==> src/design/ptq_pkg.sv <==
// shared types, constants and codes of the priority task queue
package ptq_pkg;

  localparam int QUEUE_DEPTH = 16;
  localparam int IDX_W       = $clog2(QUEUE_DEPTH);
  localparam int CNT_W       = $clog2(QUEUE_DEPTH + 1);

  localparam int ID_W   = 16;
  localparam int PRIO_W = 8;
  localparam int EXEC_W = 16;
  localparam int PER_W  = 16;

  typedef enum logic {
    FUNC_ADD      = 1'b0,
    FUNC_COMPLETE = 1'b1
  } func_e;

  typedef enum logic [1:0] {
    ST_OK    = 2'd0,
    ST_EMPTY = 2'd1,
    ST_FULL  = 2'd2
  } status_e;

  typedef struct packed {
    logic [ID_W-1:0]   id;
    logic [PRIO_W-1:0] prio;
    logic [EXEC_W-1:0] exec;
    logic [PER_W-1:0]  period;
  } slot_t;

  // datapath operations, one per cycle
  typedef enum logic [3:0] {
    OP_NONE,
    OP_LOAD,
    OP_REM_HEAD,
    OP_REM_STEP,
    OP_REM_END,
    OP_INS_START,
    OP_INS_SHIFT,
    OP_INS_STOP,
    OP_HEAD_RD
  } op_e;

  typedef struct packed {
    op_e  op;
    logic set_full;
    logic set_empty;
  } cmd_t;

  typedef struct packed {
    logic full;
    logic empty;
    logic ptr_end;
    logic ptr_zero;
    logic ptr_one;
    logic prio_lower;
    logic periodic;
  } stat_t;

endpackage

==> src/design/ptq_datapath.sv <==
// slot memory, occupancy, walk pointer and result registers
module ptq_datapath (
  input  logic                          clk_i,
  input  logic                          rst_ni,
  input  ptq_pkg::cmd_t                 cmd_i,
  output ptq_pkg::stat_t                stat_o,
  input  logic [ptq_pkg::ID_W-1:0]      task_id_i,
  input  logic [ptq_pkg::PRIO_W-1:0]    task_priority_i,
  input  logic [ptq_pkg::EXEC_W-1:0]    exec_time_i,
  input  logic [ptq_pkg::PER_W-1:0]     period_i,
  output logic [1:0]                    status_o,
  output logic [ptq_pkg::ID_W-1:0]      done_id_o,
  output logic                          requeued_o,
  output logic                          head_valid_o,
  output logic [ptq_pkg::ID_W-1:0]      head_id_o,
  output logic [ptq_pkg::PRIO_W-1:0]    head_priority_o,
  output logic [ptq_pkg::EXEC_W-1:0]    head_exec_time_o,
  output logic                          head_periodic_o,
  output logic [ptq_pkg::CNT_W-1:0]     task_count_o
);
  import ptq_pkg::*;

  slot_t mem_q [QUEUE_DEPTH];
  slot_t rdata_q;
  slot_t item_q, item_d;
  logic [CNT_W-1:0] occ_q, occ_d;
  logic [CNT_W-1:0] ptr_q, ptr_d;
  status_e status_q, status_d;
  logic [ID_W-1:0] done_id_q, done_id_d;
  logic req_q, req_d;

  logic             we, re;
  logic [IDX_W-1:0] waddr, raddr;
  slot_t            wdata;
  logic [CNT_W-1:0] ptr_m1, ptr_m2, ptr_p1;

  assign ptr_m1 = ptr_q - CNT_W'(1);
  assign ptr_m2 = ptr_q - CNT_W'(2);
  assign ptr_p1 = ptr_q + CNT_W'(1);

  always_comb begin
    item_d    = item_q;
    occ_d     = occ_q;
    ptr_d     = ptr_q;
    status_d  = status_q;
    done_id_d = done_id_q;
    req_d     = req_q;
    we        = 1'b0;
    waddr     = ptr_q[IDX_W-1:0];
    wdata     = rdata_q;
    re        = 1'b0;
    raddr     = '0;
    case (cmd_i.op)
      OP_LOAD: begin
        item_d    = '{id: task_id_i, prio: task_priority_i, exec: exec_time_i,
                      period: period_i};
        ptr_d     = occ_q;
        done_id_d = '0;
        req_d     = 1'b0;
        if (cmd_i.set_full) begin
          status_d = ST_FULL;
        end else if (cmd_i.set_empty) begin
          status_d = ST_EMPTY;
        end else begin
          status_d = ST_OK;
        end
        re = 1'b1;
      end
      OP_REM_HEAD: begin
        item_d    = rdata_q;
        done_id_d = rdata_q.id;
        ptr_d     = CNT_W'(1);
        re        = 1'b1;
        raddr     = IDX_W'(1);
      end
      OP_REM_STEP: begin
        // rdata holds slot ptr, move it down one place
        we    = 1'b1;
        waddr = ptr_m1[IDX_W-1:0];
        re    = 1'b1;
        raddr = ptr_p1[IDX_W-1:0];
        ptr_d = ptr_p1;
      end
      OP_REM_END: begin
        occ_d = occ_q - CNT_W'(1);
        ptr_d = occ_q - CNT_W'(1);
        req_d = item_q.period != '0;
      end
      OP_INS_START: begin
        re    = 1'b1;
        raddr = ptr_m1[IDX_W-1:0];
      end
      OP_INS_SHIFT: begin
        // rdata holds slot ptr-1, lower priority, so it moves up into the hole
        we    = 1'b1;
        re    = 1'b1;
        raddr = ptr_m2[IDX_W-1:0];
        ptr_d = ptr_m1;
      end
      OP_INS_STOP: begin
        we    = 1'b1;
        wdata = item_q;
        occ_d = occ_q + CNT_W'(1);
      end
      OP_HEAD_RD: begin
        re = 1'b1;
      end
      default: begin
      end
    endcase
  end

  always_ff @(posedge clk_i) begin
    if (we) begin
      mem_q[waddr] <= wdata;
    end
    if (re) begin
      rdata_q <= mem_q[raddr];
    end
  end

  always_ff @(posedge clk_i) begin
    item_q    <= item_d;
    ptr_q     <= ptr_d;
    status_q  <= status_d;
    done_id_q <= done_id_d;
    req_q     <= req_d;
  end

  always_ff @(posedge clk_i or negedge rst_ni) begin
    if (!rst_ni) begin
      occ_q <= '0;
    end else begin
      occ_q <= occ_d;
    end
  end

  assign stat_o.full       = occ_q == CNT_W'(QUEUE_DEPTH);
  assign stat_o.empty      = occ_q == '0;
  assign stat_o.ptr_end    = ptr_q == occ_q;
  assign stat_o.ptr_zero   = ptr_q == '0;
  assign stat_o.ptr_one    = ptr_q == CNT_W'(1);
  assign stat_o.prio_lower = rdata_q.prio < item_q.prio;
  assign stat_o.periodic   = item_q.period != '0;

  assign status_o         = status_q;
  assign done_id_o        = done_id_q;
  assign requeued_o       = req_q;
  assign head_valid_o     = occ_q != '0;
  assign head_id_o        = head_valid_o ? rdata_q.id : '0;
  assign head_priority_o  = head_valid_o ? rdata_q.prio : '0;
  assign head_exec_time_o = head_valid_o ? rdata_q.exec : '0;
  assign head_periodic_o  = head_valid_o && (rdata_q.period != '0);
  assign task_count_o     = occ_q;

endmodule

==> src/design/ptq_ctrl.sv <==
// sequencer that steps the datapath through add, complete and head readout
module ptq_ctrl (
  input  logic           clk_i,
  input  logic           rst_ni,
  input  logic           start_i,
  input  logic           func_i,
  output logic           busy_o,
  output logic           done_o,
  output ptq_pkg::cmd_t  cmd_o,
  input  ptq_pkg::stat_t stat_i
);
  import ptq_pkg::*;

  typedef enum logic [8:0] {
    S_IDLE      = 9'b000000001,
    S_REM_HEAD  = 9'b000000010,
    S_REM_SHIFT = 9'b000000100,
    S_INS_START = 9'b000001000,
    S_INS_WALK  = 9'b000010000,
    S_INS_PLACE = 9'b000100000,
    S_HEAD_RD   = 9'b001000000,
    S_RESULT    = 9'b010000000,
    S_SPARE     = 9'b100000000
  } state_e;

  state_e state_q, state_d;

  always_comb begin
    state_d         = state_q;
    cmd_o.op        = OP_NONE;
    cmd_o.set_full  = 1'b0;
    cmd_o.set_empty = 1'b0;
    case (state_q)
      S_IDLE: begin
        if (start_i) begin
          cmd_o.op = OP_LOAD;
          if (func_e'(func_i) == FUNC_ADD) begin
            cmd_o.set_full = stat_i.full;
            state_d = stat_i.full ? S_HEAD_RD : S_INS_START;
          end else begin
            cmd_o.set_empty = stat_i.empty;
            state_d = stat_i.empty ? S_HEAD_RD : S_REM_HEAD;
          end
        end
      end
      S_REM_HEAD: begin
        cmd_o.op = OP_REM_HEAD;
        state_d  = S_REM_SHIFT;
      end
      S_REM_SHIFT: begin
        if (stat_i.ptr_end) begin
          cmd_o.op = OP_REM_END;
          state_d  = stat_i.periodic ? S_INS_START : S_HEAD_RD;
        end else begin
          cmd_o.op = OP_REM_STEP;
        end
      end
      S_INS_START: begin
        if (stat_i.ptr_zero) begin
          cmd_o.op = OP_INS_STOP;
          state_d  = S_HEAD_RD;
        end else begin
          cmd_o.op = OP_INS_START;
          state_d  = S_INS_WALK;
        end
      end
      S_INS_WALK: begin
        // walk from the tail while the entry ahead has strictly lower priority
        if (stat_i.prio_lower) begin
          cmd_o.op = OP_INS_SHIFT;
          state_d  = stat_i.ptr_one ? S_INS_PLACE : S_INS_WALK;
        end else begin
          cmd_o.op = OP_INS_STOP;
          state_d  = S_HEAD_RD;
        end
      end
      S_INS_PLACE: begin
        cmd_o.op = OP_INS_STOP;
        state_d  = S_HEAD_RD;
      end
      S_HEAD_RD: begin
        cmd_o.op = OP_HEAD_RD;
        state_d  = S_RESULT;
      end
      S_RESULT: begin
        state_d = S_IDLE;
      end
      default: begin
        state_d = S_IDLE;
      end
    endcase
  end

  always_ff @(posedge clk_i or negedge rst_ni) begin
    if (!rst_ni) begin
      state_q <= S_IDLE;
    end else begin
      state_q <= state_d;
    end
  end

  assign busy_o = state_q != S_IDLE;
  assign done_o = state_q == S_RESULT;

endmodule

==> src/design/priority_task_queue_top.sv <==
// priority task queue: top level joining the sequencer and the datapath
//
// One transaction at a time: start_i is taken when busy_o is low, and one
// result follows with done_o high for a single cycle; the receiver cannot
// stall it, so sample the result ports whenever done_o is high. A dropped add
// (queue full) or a complete on an empty queue goes straight to the head
// readout. An add moves each queued task of lower priority up one slot, then
// writes the new task into the hole. A complete shifts every remaining task
// down one slot, and a periodic task then goes back in as an add does. The
// slot memory does one registered read and one write per cycle and so moves
// one entry per cycle; busy_o drops on the cycle after done_o.
module priority_task_queue_top (
  input  logic                          clk_i,
  input  logic                          rst_ni,
  input  logic                          start_i,
  output logic                          busy_o,
  input  logic                          func_i,
  input  logic [ptq_pkg::ID_W-1:0]      task_id_i,
  input  logic [ptq_pkg::PRIO_W-1:0]    task_priority_i,
  input  logic [ptq_pkg::EXEC_W-1:0]    exec_time_i,
  input  logic [ptq_pkg::PER_W-1:0]     period_i,
  output logic                          done_o,
  output logic [1:0]                    status_o,
  output logic [ptq_pkg::ID_W-1:0]      done_id_o,
  output logic                          requeued_o,
  output logic                          head_valid_o,
  output logic [ptq_pkg::ID_W-1:0]      head_id_o,
  output logic [ptq_pkg::PRIO_W-1:0]    head_priority_o,
  output logic [ptq_pkg::EXEC_W-1:0]    head_exec_time_o,
  output logic                          head_periodic_o,
  output logic [ptq_pkg::CNT_W-1:0]     task_count_o
);
  import ptq_pkg::*;

  cmd_t  cmd;
  stat_t stat;

  ptq_ctrl u_ctrl (
    .clk_i   (clk_i),
    .rst_ni  (rst_ni),
    .start_i (start_i),
    .func_i  (func_i),
    .busy_o  (busy_o),
    .done_o  (done_o),
    .cmd_o   (cmd),
    .stat_i  (stat)
  );

  ptq_datapath u_datapath (
    .clk_i            (clk_i),
    .rst_ni           (rst_ni),
    .cmd_i            (cmd),
    .stat_o           (stat),
    .task_id_i        (task_id_i),
    .task_priority_i  (task_priority_i),
    .exec_time_i      (exec_time_i),
    .period_i         (period_i),
    .status_o         (status_o),
    .done_id_o        (done_id_o),
    .requeued_o       (requeued_o),
    .head_valid_o     (head_valid_o),
    .head_id_o        (head_id_o),
    .head_priority_o  (head_priority_o),
    .head_exec_time_o (head_exec_time_o),
    .head_periodic_o  (head_periodic_o),
    .task_count_o     (task_count_o)
  );

endmodule

==> config.mk <==
export PLATFORM = sky130hd
export DESIGN_NAME = priority_task_queue_top
export DESIGN_NICKNAME = d
export VERILOG_FILES = /design/src/design/ptq_pkg.sv /design/src/design/ptq_datapath.sv /design/src/design/ptq_ctrl.sv /design/src/design/priority_task_queue_top.sv
export SDC_FILE = /design/constraint.sdc
export NUM_CORES = 1
export LEC_CHECK = 0
export BUFFER_PORTS_ARGS = -buffer_cell sky130_fd_sc_hd__buf_2
export CELL_PAD_IN_SITES_DETAIL_PLACEMENT = 1
export CELL_PAD_IN_SITES_GLOBAL_PLACEMENT = 1
export CORE_AREA = 2 2 324 326
export CTS_CLUSTER_DIAMETER = 40
export DETAILED_ROUTE_END_ITERATION = 12
export DIE_AREA = 0 0 326 328
export HOLD_SLACK_MARGIN = 0.05
export PLACE_DENSITY_LB_ADDON = 0.12
export SKIP_CTS_REPAIR_TIMING = 1
export SYNTH_ARGS = -nofsm -noshare
export SYNTH_HDL_FRONTEND = slang
export SYNTH_SLANG_ARGS = --single-unit
==> constraint.sdc <==
create_clock -name clk_i -period 12.5 [get_ports clk_i]
set_clock_uncertainty 0.15 [all_clocks]
set_input_delay 1.875 -clock clk_i [delete_from_list [all_inputs] [get_ports clk_i]]
set_output_delay 1.875 -clock clk_i [all_outputs]
set_load 0.05 [all_outputs]
==> out/results.txt, run 1 <==
std cell rows -> 118
DP Cell Count -> 3589
CP endpoint kind -> register
ys flop type -> edfxtp_1
Crit-path slowest cell -> buf_4
Die W -> 326 um
yosys warns -> 0
Pwr Density -> 228.9 nW/um2
startpoint types -> register
asr flop ratio synth -> 1.244%
post-synth cell types -> 64
syn_nets -> 2216
fin cells -> 3856
most common cell in the netlist -> edfxtp_1
leakage power -> 16.37 nW
NumNets Final -> 2433
Synth Instances -> 2139
HP Class -> register to register
Critical Path AT -> 6.61 ns
Worst-Margin Slew -> 1.225 ns
I/O pins -> 128
CTS Buffer Depth -> 3
Final Max Slew Viols -> 0
Max VDD drop -> 0.1200 mV
DP Wirelength -> 55.16 mm
RSZ-0062 raised after global routing -> false
CTS buffer count -> 145
Levels on crit path -> 15
Post-Route Utilization -> 47.01%
Vias -> 21120
FF+latch count, synth -> 1045
crit-path max cell delay -> 0.72 ns
area share of the largest cell type after synthesis -> 75.20%
DRC viols -> 0
initial core utilization -> 39.93%
DR pass1 iterations -> 5
WL/cell -> 28.64 um
sequential share of the synthesized area -> 76.00%
GRT Total Usage -> 20.93%
Max transition margin -> 18.11%
initial DRC count -> 2019
worst path required time -> 12.82 ns
Routed WL -> 110.5 mm
synth top area cells -> edfxtp_1, mux4_2, nand2_1
antenna violations before repair -> 3
CP max FO -> 89
Final period util -> 50.33%
Clock Pin Slew Worst Setup and Hold Paths -> 0.05 ns
CP bufs+invs -> 4
first-pass GRT wire length -> 160.7 mm
Die H -> 328 um
number of setup violations in the final report -> 0
crit-path most repeated cell -> buf_4
f_max -> 159.0 MHz
CORE AREA -> 103200 um2
area delta synth->final -> 17.73%
status -> complete, no violations
CTS tree -> yes
worst r2r path cells -> 15
largest net degree at the start of global routing -> 155
mean area per synthesized cell -> 19.27 um2
fraction of layout cells with a size suffix above 1 -> 27.58%
final hold viol count -> 0
Post-synth top cells -> edfxtp_1, nand2_1, mux4_2
Via-to-Cell Ratio -> 5.476
CTS root buf -> clkbuf_16
crit path cell chain -> xnor2_1 > nand3_1 > o21ai_2 > clkinv_1 > ha_1 > nand2b_1 > o21ai_0 > mux2i_1 > a22oi_2 > buf_12 > buf_4 > buf_4 > mux4_2 > a22oi_1 > nand2_1
DIE AREA -> 106900 um2
Yosys top cell by area -> edfxtp_1
clk_lat worst skew -> 0.74 ns
CP top delay family -> buffers and inverters
final critical-path required period -> 6.291 ns
antenna viol nets, final -> 0
max_cap viols -> 0
Post-synth EDFFs -> 1032
# clock sinks -> 1045
routability cong. -> 0.7502
gr ovfl total -> 0
Mapped Area -> 41210 um2
n_diodes -> 0
CTS H-Tree Depth -> 4
vias in the first global route -> 22690
Post-Route Setup TNS -> 0 ns
IO Port Bufs -> 127
WHS Path Cells -> 2
crit path kind -> register to register
[cell type report]
cell class	count	area, um2
fillers	9533	54690
flip-flops and latches	1045	31320
multi-input cells	968	9359
clock buffers	165	3767
well taps	1380	1727
clock inverters	102	1234
repair buffers	178	1044
inverters	18	67.56
[state kept, by name (all words and copies together), names as in the netlist]
signal and flops:
u_datapath.ptr_q 5, u_datapath.mem_q 896, u_datapath.status_o 2, u_ctrl.state_q 8
u_datapath.done_id_o 16, u_datapath.requeued_o 1, u_datapath.task_count_o 5, u_datapath.item_q 56
u_datapath.rdata_q 56
[cell usage in the layout (no fill, tap or decap), types with 21 or more instances in the layout]
| cell type | count |
|---|---|
| mux4_2 | 224 |
| bufinv_16 | 21 |
| buf_4 | 49 |
| clkbuf_16 | 148 |
| edfxtp_1 | 1032 |
| and2_1 | 58 |
| buf_2 | 127 |
| a22oi_1 | 115 |
| nor2_1 | 21 |
| nand2_1 | 357 |
[through the flow]
stage	cell area [um2]	hold WS, ns	worst slack, ns	power, mW
final	48510	0.4350	6.209	11.11
after global routing	48510	0.4748	5.616	11.54
after CTS	48510	0.4376	6.149	11.23
after detailed placement	43510	0.4235	5.657	7.001
after global placement	43510	0.4153	5.743	6.931
after floorplan	41210	0.3814	4.889	6.202
[layer usage]
metal  global-route usage (%)  part of all wire, %
met5                        0                    0
met4                    5.029                  1.4
met3                    3.388                  4.7
met2                    34.76                   50
met1                    29.06                   44
[where the power goes]
group	leakage (nW)	total, mW	switching, mW	internal [mW]
registers	9.53	4.94	0.213	4.73
logic	4.44	1.95	1.48	0.475
clock network	2.40	4.21	1.58	2.63
total	16.4	11.1	3.27	7.83
[cells by family after synthesis]
logic type / after synthesis / synth area share [%]
AO/OA/AOI/OAI: 184 / 3.325
XOR/XNOR: 21 / 0.4463
adder cells (fa/ha/maj): 17 / 0.5162
buffers and inverters: 126 / 1.725
flip-flops: 1045 / 76.00
multiplexers: 225 / 12.27
AND/OR/NAND/NOR: 521 / 5.726
[worst register-to-register path: stages (launching register included)]
cell      delay (ns)
edfxtp_1        0.60
xnor2_1         0.24
nand3_1         0.17
o21ai_2         0.37
clkinv_1        0.33
ha_1            0.29
nand2b_1        0.21
o21ai_0         0.19
mux2i_1         0.11
a22oi_2         0.20
buf_12          0.53
buf_4           0.94
buf_4           0.75
mux4_2          0.61
a22oi_1         0.23
nand2_1         0.09
[worst paths after layout]
| check | end | start | slack [ns] |
|---|---|---|---|
| max in group asynchronous | u_ctrl.state_q[0] | rst_ni | 11.03 |
| min | u_datapath.item_q[25] | u_datapath.rdata_q[25] | 0.43 |
| min in group asynchronous | u_datapath.task_count_o[3] | rst_ni | 0.88 |
| min reg2reg | u_datapath.item_q[25] | u_datapath.rdata_q[25] | 0.43 |
| max | u_datapath.rdata_q[47] | u_datapath.ptr_q[2] | 6.21 |
| max reg2reg | u_datapath.rdata_q[47] | u_datapath.ptr_q[2] | 6.21 |
Power figures use the tool's default switching activity.
==> run 2, diff against run 1 <==
==> constraint.sdc (replaced) <==
create_clock -name clk_i -period 6.47 [get_ports clk_i]
set_clock_uncertainty 0.15 [all_clocks]
set_input_delay 0.9705 -clock clk_i [delete_from_list [all_inputs] [get_ports clk_i]]
set_output_delay 0.9705 -clock clk_i [all_outputs]
set_load 0.05 [all_outputs]
==> run 2 against run 1 <==
Sequential share of layout area is 0.60 points lower. Critical path depth is 1 lower. Combinational power is 98% higher. First-iteration DRC count is 14% lower. Non-clock buffer count is 16 higher. Hold slack worse by 0.094 ns. Routed wire length is 0.13% higher. Power is 93% higher. Maximum frequency is 26% higher. Global-route usage is 0.12 points higher.
==> out/results.txt, run 2 (synthesized netlist as in run 1, its figures left out) <==
CTS Buffer Depth -> 3 (unchanged)
initial DRC count -> 1734 (-14%)
Critical Path AT -> 5.31 ns (-1.30 ns)
CORE AREA -> 103200 um2 (unchanged)
slack of the critical path -> 1.489 ns (-4.720 ns)
pre-CTS setup slack -> 1.450 ns (-4.207 ns)
max_cap viols -> 0 (unchanged)
RSZ-0062 raised after global routing -> false
Clock power frac -> 37.4% (-0.5 points)
P_int -> 15.02 mW (+92%)
Via-to-Cell Ratio -> 5.508 (+0.58%)
DIE AREA -> 106900 um2 (unchanged)
Top Registers -> u_datapath.mem_q (896), u_datapath.item_q (56), u_datapath.rdata_q (56)
CTS H-Tree Depth -> 4 (unchanged)
Switch Pwr -> 6.380 mW (+95%)
most common cell after layout, fill and taps aside -> edfxtp_1
DP Cell Count -> 3604 (+0.42%)
crit path cell chain -> xnor2_1 > nand3_1 > o21ai_2 > clkinv_1 > ha_1 > nand2b_1 > o21ai_0 > mux2i_1 > a22oi_2 > buf_12 > buf_12 > mux4_2 > a22oi_1 > nand2_1
commonest cells after routing, fill and taps aside -> edfxtp_1, nand2_1, mux4_2, clkbuf_16, buf_2
fraction of layout cells with a size suffix above 1 -> 27.96% (+0.38 points)
Max VDD drop -> 0.2902 mV (+140%)
Min Hold Slack -> 0.3414 ns (-0.09353 ns)
Die H -> 328 um (unchanged)
initial core utilization -> 39.93% (unchanged)
Pwr Density -> 437.1 nW/um2 (+91%)
Final period util -> 76.98% (+27 points)
Worst-Margin Slew -> 1.128 ns (-0.09781 ns)
antenna viol nets, final -> 0 (unchanged)
startpoint types -> register
FILL cells -> 9513 (-0.21%)
status -> complete, no violations
I/O pins -> 128 (unchanged)
WL/cell -> 28.54 um (-0.38%)
HP Class -> input port to register
number of setup violations in the final report -> 0 (unchanged)
IO Port Bufs -> 127 (unchanged)
first-pass GRT wire length -> 161.6 mm (+0.56%)
crit-path most repeated cell -> buf_12
final critical-path required period -> 4.981 ns (-1.310 ns)
worst path required time -> 6.80 ns (-6.02 ns)
vias in the first global route -> 23160 (+2.1%)
area of the multi-input gates -> 9384 um2 (+0.27%)
crit path kind -> register to register
Max transition margin -> 24.32% (+6.2 points)
Seq pwr share -> 44.6% (about the same)
std cell rows -> 118 (unchanged)
Vias -> 21350 (+1.1%)
largest net degree at the start of global routing -> 57 (-63%)
GRT Total Usage -> 21.05% (+0.12 points)
# clock sinks -> 1045 (unchanged)
Largest Register -> u_datapath.mem_q
combinational share of power -> 18.1% (+0.5 points)
CTS root buf -> clkbuf_16
fin cells -> 3876 (+0.52%)
gr ovfl total -> 0 (unchanged)
final hold viol count -> 0 (unchanged)
antenna violations before repair -> 4 (+1)
DP Wirelength -> 56.35 mm (+2.2%)
CTS buffer count -> 148 (+2.1%)
CP endpoint kind -> register
Post-Route Setup TNS -> 0 ns (unchanged)
CTS tree -> yes
switching part of the total power -> 29.81% (+0.34 points)
CP max FO -> 24 (-73%)
Die W -> 326 um (unchanged)
clk_lat worst skew -> 0.74 ns (about the same)
Routed WL -> 110.6 mm (+0.13%)
crit-path max cell delay -> 0.79 ns (+0.07 ns)
f_max -> 200.8 MHz (+26%)
routability cong. -> 0.7711 (+2.8%)
sequential cell area -> 31320 um2 (unchanged)
NumNets Final -> 2452 (+0.78%)
DR pass1 iterations -> 5 (unchanged)
area delta synth->final -> 18.84%
Clock Pin Slew Worst Setup and Hold Paths -> 0.06 ns (about the same)
DRC viols -> 0 (unchanged)
leakage power -> 16.52 nW (+0.96%)
max reg flops -> 896 (unchanged)
Final Max Slew Viols -> 0 (unchanged)
n_diodes -> 0 (unchanged)
Crit-path slowest cell -> a22oi_2
[run 2: per-layer routing]
metal | track usage [%] | routed length, um | up-vias
li1 | - | - | 9089
met1 | 28.88 | 48260 | 11460
met2 | 34.62 | 54450 | 629
met3 | 3.587 | 5461 | 176
met4 | 6.311 | 2430 | 0
met5 | 0 | 0 | -
[run 2: metrics by stage]
step / total power, mW / cell area (um2) / util [%]
floorplan: 11.98 / 41230 / -
global placement: 13.46 / 44010 / 42.65
detailed placement: 13.60 / 44010 / 42.65
CTS: 21.64 / 48960 / 47.44
global route: 22.22 / 48970 / 47.45
finish: 21.40 / 48970 / 47.45
[run 2: worst paths after layout]
kind | slack, ns | endpoint | cells after the start | startpoint
max in group asynchronous | 5.34 | u_ctrl.state_q[0] | 2 | rst_ni
worst min-delay path | 0.34 | u_datapath.item_q[26] | 3 | exec_time_i[10]
worst max-delay path | 1.49 | u_datapath.rdata_q[43] | 14 | u_datapath.ptr_q[2]
min in group asynchronous | 0.54 | u_datapath.task_count_o[2] | 2 | rst_ni
worst min register to register | 0.43 | u_datapath.item_q[30] | 2 | u_datapath.rdata_q[30]
worst max register to register | 1.49 | u_datapath.rdata_q[43] | 14 | u_datapath.ptr_q[2]
[run 2: area by class of cell]
class / count / share of cell area, %
inverter: 18 / 0.1380
timing repair buffer: 194 / 3.122
multi-input combinational: 968 / 19.16
clock inverter: 96 / 2.072
sequential: 1045 / 63.95
tap: 1380 / 3.526
clock buffer: 175 / 8.030
[run 2: power groups by stage]
stage	registers, mW	clock network, mW	logic (mW)
after detailed placement	9.67	0	3.92
after global placement	9.65	0	3.82
after floorplan	9.64	0	2.34
after CTS	9.55	8.15	3.94
after global routing	9.61	8.40	4.20
final	9.54	8.00	3.87
[run 2: worst max-delay path, delay by kind of cell, from the launching register on]
family	cells	cell delay, ns
multiplexers	2	0.64
AO/OA/AOI/OAI	4	1.52
AND/OR/NAND/NOR	3	0.45
XOR/XNOR	1	0.23
buffers and inverters	3	0.84
adder cells (fa/ha/maj)	1	0.29
flip-flops	1	0.59
==> run 3, diff against run 2 <==
==> constraint.sdc (replaced) <==
create_clock -name clk_i -period 4.4 [get_ports clk_i]
set_clock_uncertainty 0.15 [all_clocks]
set_input_delay 0.66 -clock clk_i [delete_from_list [all_inputs] [get_ports clk_i]]
set_output_delay 0.66 -clock clk_i [all_outputs]
set_load 0.05 [all_outputs]
==> run 3 against run 2 <==
Sequential cell count stayed put. Setup slack worse by 1.2 ns. First-iteration DRC count up 4.0%. Register-to-register slack got worse by 1.2 ns. Largest power group unchanged. Power rose by 53%.
==> out/results.txt, run 3 (synthesized netlist as in run 1, its figures left out) <==
status -> complete, no violations
f_max -> 244.1 MHz (+22%)
CP bufs+invs -> 1 (-2)
initial DRC count -> 1804 (+4.0%)
leakage power -> 17.28 nW (+4.6%)
Worst R2R Setup Slack -> 0.30 ns (-1.19 ns)
Max transition margin -> 40.35% (+16 points)
CP endpoint kind -> register
DP Wirelength -> 60.30 mm (+7.0%)
# clock sinks -> 1045 (unchanged)
DRC viols -> 0 (unchanged)
gr ovfl total -> 0 (unchanged)
first-pass GRT wire length -> 163.4 mm (+1.1%)
antenna viol nets, final -> 0 (unchanged)
worst r2r src -> u_ctrl.state_q[1]
Die W -> 326 um (unchanged)
antenna violations before repair -> 2 (-2)
Vias -> 21750 (+1.9%)
GRT Total Usage -> 21.17% (+0.12 points)
CP max FO -> 45 (+88%)
HP Class -> input port to register
IO Port Bufs -> 127 (unchanged)
Worst-Margin Slew -> 0.8947 ns (-0.2329 ns)
worst r2r path cells -> 10 (-4)
std cell rows -> 118 (unchanged)
most common cell after layout, fill and taps aside -> edfxtp_1
max reg flops -> 896 (unchanged)
CTS H-Tree Depth -> 4 (unchanged)
final hold viol count -> 0 (unchanged)
CTS root buf -> clkbuf_16
DP Cell Count -> 3665 (+1.7%)
final critical-path required period -> 4.097 ns (-0.8838 ns)
number of setup violations in the final report -> 0 (unchanged)
n_diodes -> 0 (unchanged)
fraction of layout cells with a size suffix above 1 -> 29.98% (+2.0 points)
Die H -> 328 um (unchanged)
WL/cell -> 28.00 um (-1.9%)
WHS Path Cells -> 3 (unchanged)
end of the worst hold path -> u_datapath.item_q[28]
CP top delay family -> simple AND/OR/NAND/NOR gates
Final period util -> 93.11% (+16 points)
initial core utilization -> 39.93% (unchanged)
I/O pins -> 128 (unchanged)
Critical Path AT -> 4.32 ns (-0.99 ns)
Routed WL -> 111.7 mm (+0.97%)
Clock Pin Slew Worst Setup and Hold Paths -> 0.05 ns (about the same)
fin cells -> 3988 (+2.9%)
largest net degree at the start of global routing -> 69 (+21%)
FILL cells -> 9380 (-1.4%)
NumNets Final -> 2557 (+4.3%)
RSZ-0062 raised after global routing -> false
worst path required time -> 4.62 ns (-2.18 ns)
clk_lat worst skew -> 0.75 ns (about the same)
Largest Register -> u_datapath.mem_q
routability cong. -> 0.7526 (-2.4%)
Crit-path slowest cell -> a221oi_1
hold_sp -> exec_time_i[12]
area delta synth->final -> 22.62%
crit-path max cell delay -> 0.52 ns (-0.27 ns)
Top Registers -> u_datapath.mem_q (896), u_datapath.item_q (56), u_datapath.rdata_q (56)
crit path kind -> register to register
Max VDD drop -> 0.4313 mV (+49%)
commonest cells after routing, fill and taps aside -> edfxtp_1, nand2_1, mux4_2, clkbuf_16, buf_2
Final Max Slew Viols -> 0 (unchanged)
vias in the first global route -> 23460 (+1.3%)
CTS tree -> yes
CTS Buffer Depth -> 3 (unchanged)
crit path cell chain -> nor4_4 > nand2_1 > a2111oi_4 > nor3_2 > and2_1 > a221oi_1 > a21o_1 > nand2_1 > nor3_4 > buf_12
Pwr Density -> 648.7 nW/um2 (+48%)
Post-Route Setup TNS -> 0 ns (unchanged)
startpoint types -> register
DR pass1 iterations -> 5 (unchanged)
max_cap viols -> 0 (unchanged)
crit-path most repeated cell -> nand2_1
Reg-to-Reg End -> u_datapath.mem_q[15][19]
Via-to-Cell Ratio -> 5.454 (-0.99%)
CORE AREA -> 103200 um2 (unchanged)
CTS buffer count -> 155 (+4.7%)
DIE AREA -> 106900 um2 (unchanged)
[run 3: worst register-to-register path: cells and delay by family (launching register included)]
kind | cells | cell delay [ns]
compound gates | 3 | 1.05
flops | 1 | 0.45
simple gates | 6 | 1.65
buf+inv | 1 | 0.41
[run 3: metrics by stage]
stage                     utilization [%]  instance area, um2  worst slack [ns]  hold WS, ns  total power [mW]
after floorplan                         -               41300           -0.3854       0.2144             17.64
after global placement              43.37               44760            0.2804       0.4051             20.07
after detailed placement            43.37               44760            0.2514       0.4207             20.30
after CTS                           48.58               50140            0.1889      -0.3630             33.08
after global routing                48.96               50530          0.003472      0.05161             34.03
final                               48.96               50530            0.3032      0.04254             32.78
[run 3: routing by layer]
layer	GRT usage, %	vias to the layer above	wire, um
met5	0	-	0
met4	5.911	0	2156
met3	3.895	146	6240
met2	34.65	642	54830
met1	29.18	11670	48450
li1	-	9292	-
[run 3: area by class of cell]
type                       instances  area [um2]  area share [%]
clock buffer                     171        4045           8.006
clock inverter                   114        1334           2.640
inverter                          18       67.56          0.1337
multi-input combinational        968        9392           18.59
sequential                      1045       31320           61.98
tap                             1380        1727           3.417
timing repair buffer             292        2648           5.240
[run 3: where the power goes]
part	switching [mW]	internal (mW)	total (mW)
logic	4.38	1.72	6.10
clock network	4.66	8.04	12.7
registers	0.555	13.4	14.0
total	9.59	23.2	32.8
[run 3: how the worst max path moves through the flow]
stage / start / end / slack [ns] / depth (start not counted)
after floorplan: u_datapath.task_count_o[2] / u_datapath.mem_q[0][0] / -0.39 / 8
after global placement: u_ctrl.state_q[1] / u_datapath.mem_q[10][19] / 0.28 / 9
after detailed placement: u_ctrl.state_q[1] / u_datapath.mem_q[10][19] / 0.25 / 9
after CTS: u_ctrl.state_q[1] / u_datapath.mem_q[10][19] / 0.19 / 9
after global routing: u_datapath.ptr_q[4] / u_datapath.rdata_q[44] / 0.003 / 15
final: u_ctrl.state_q[1] / u_datapath.mem_q[15][19] / 0.30 / 10
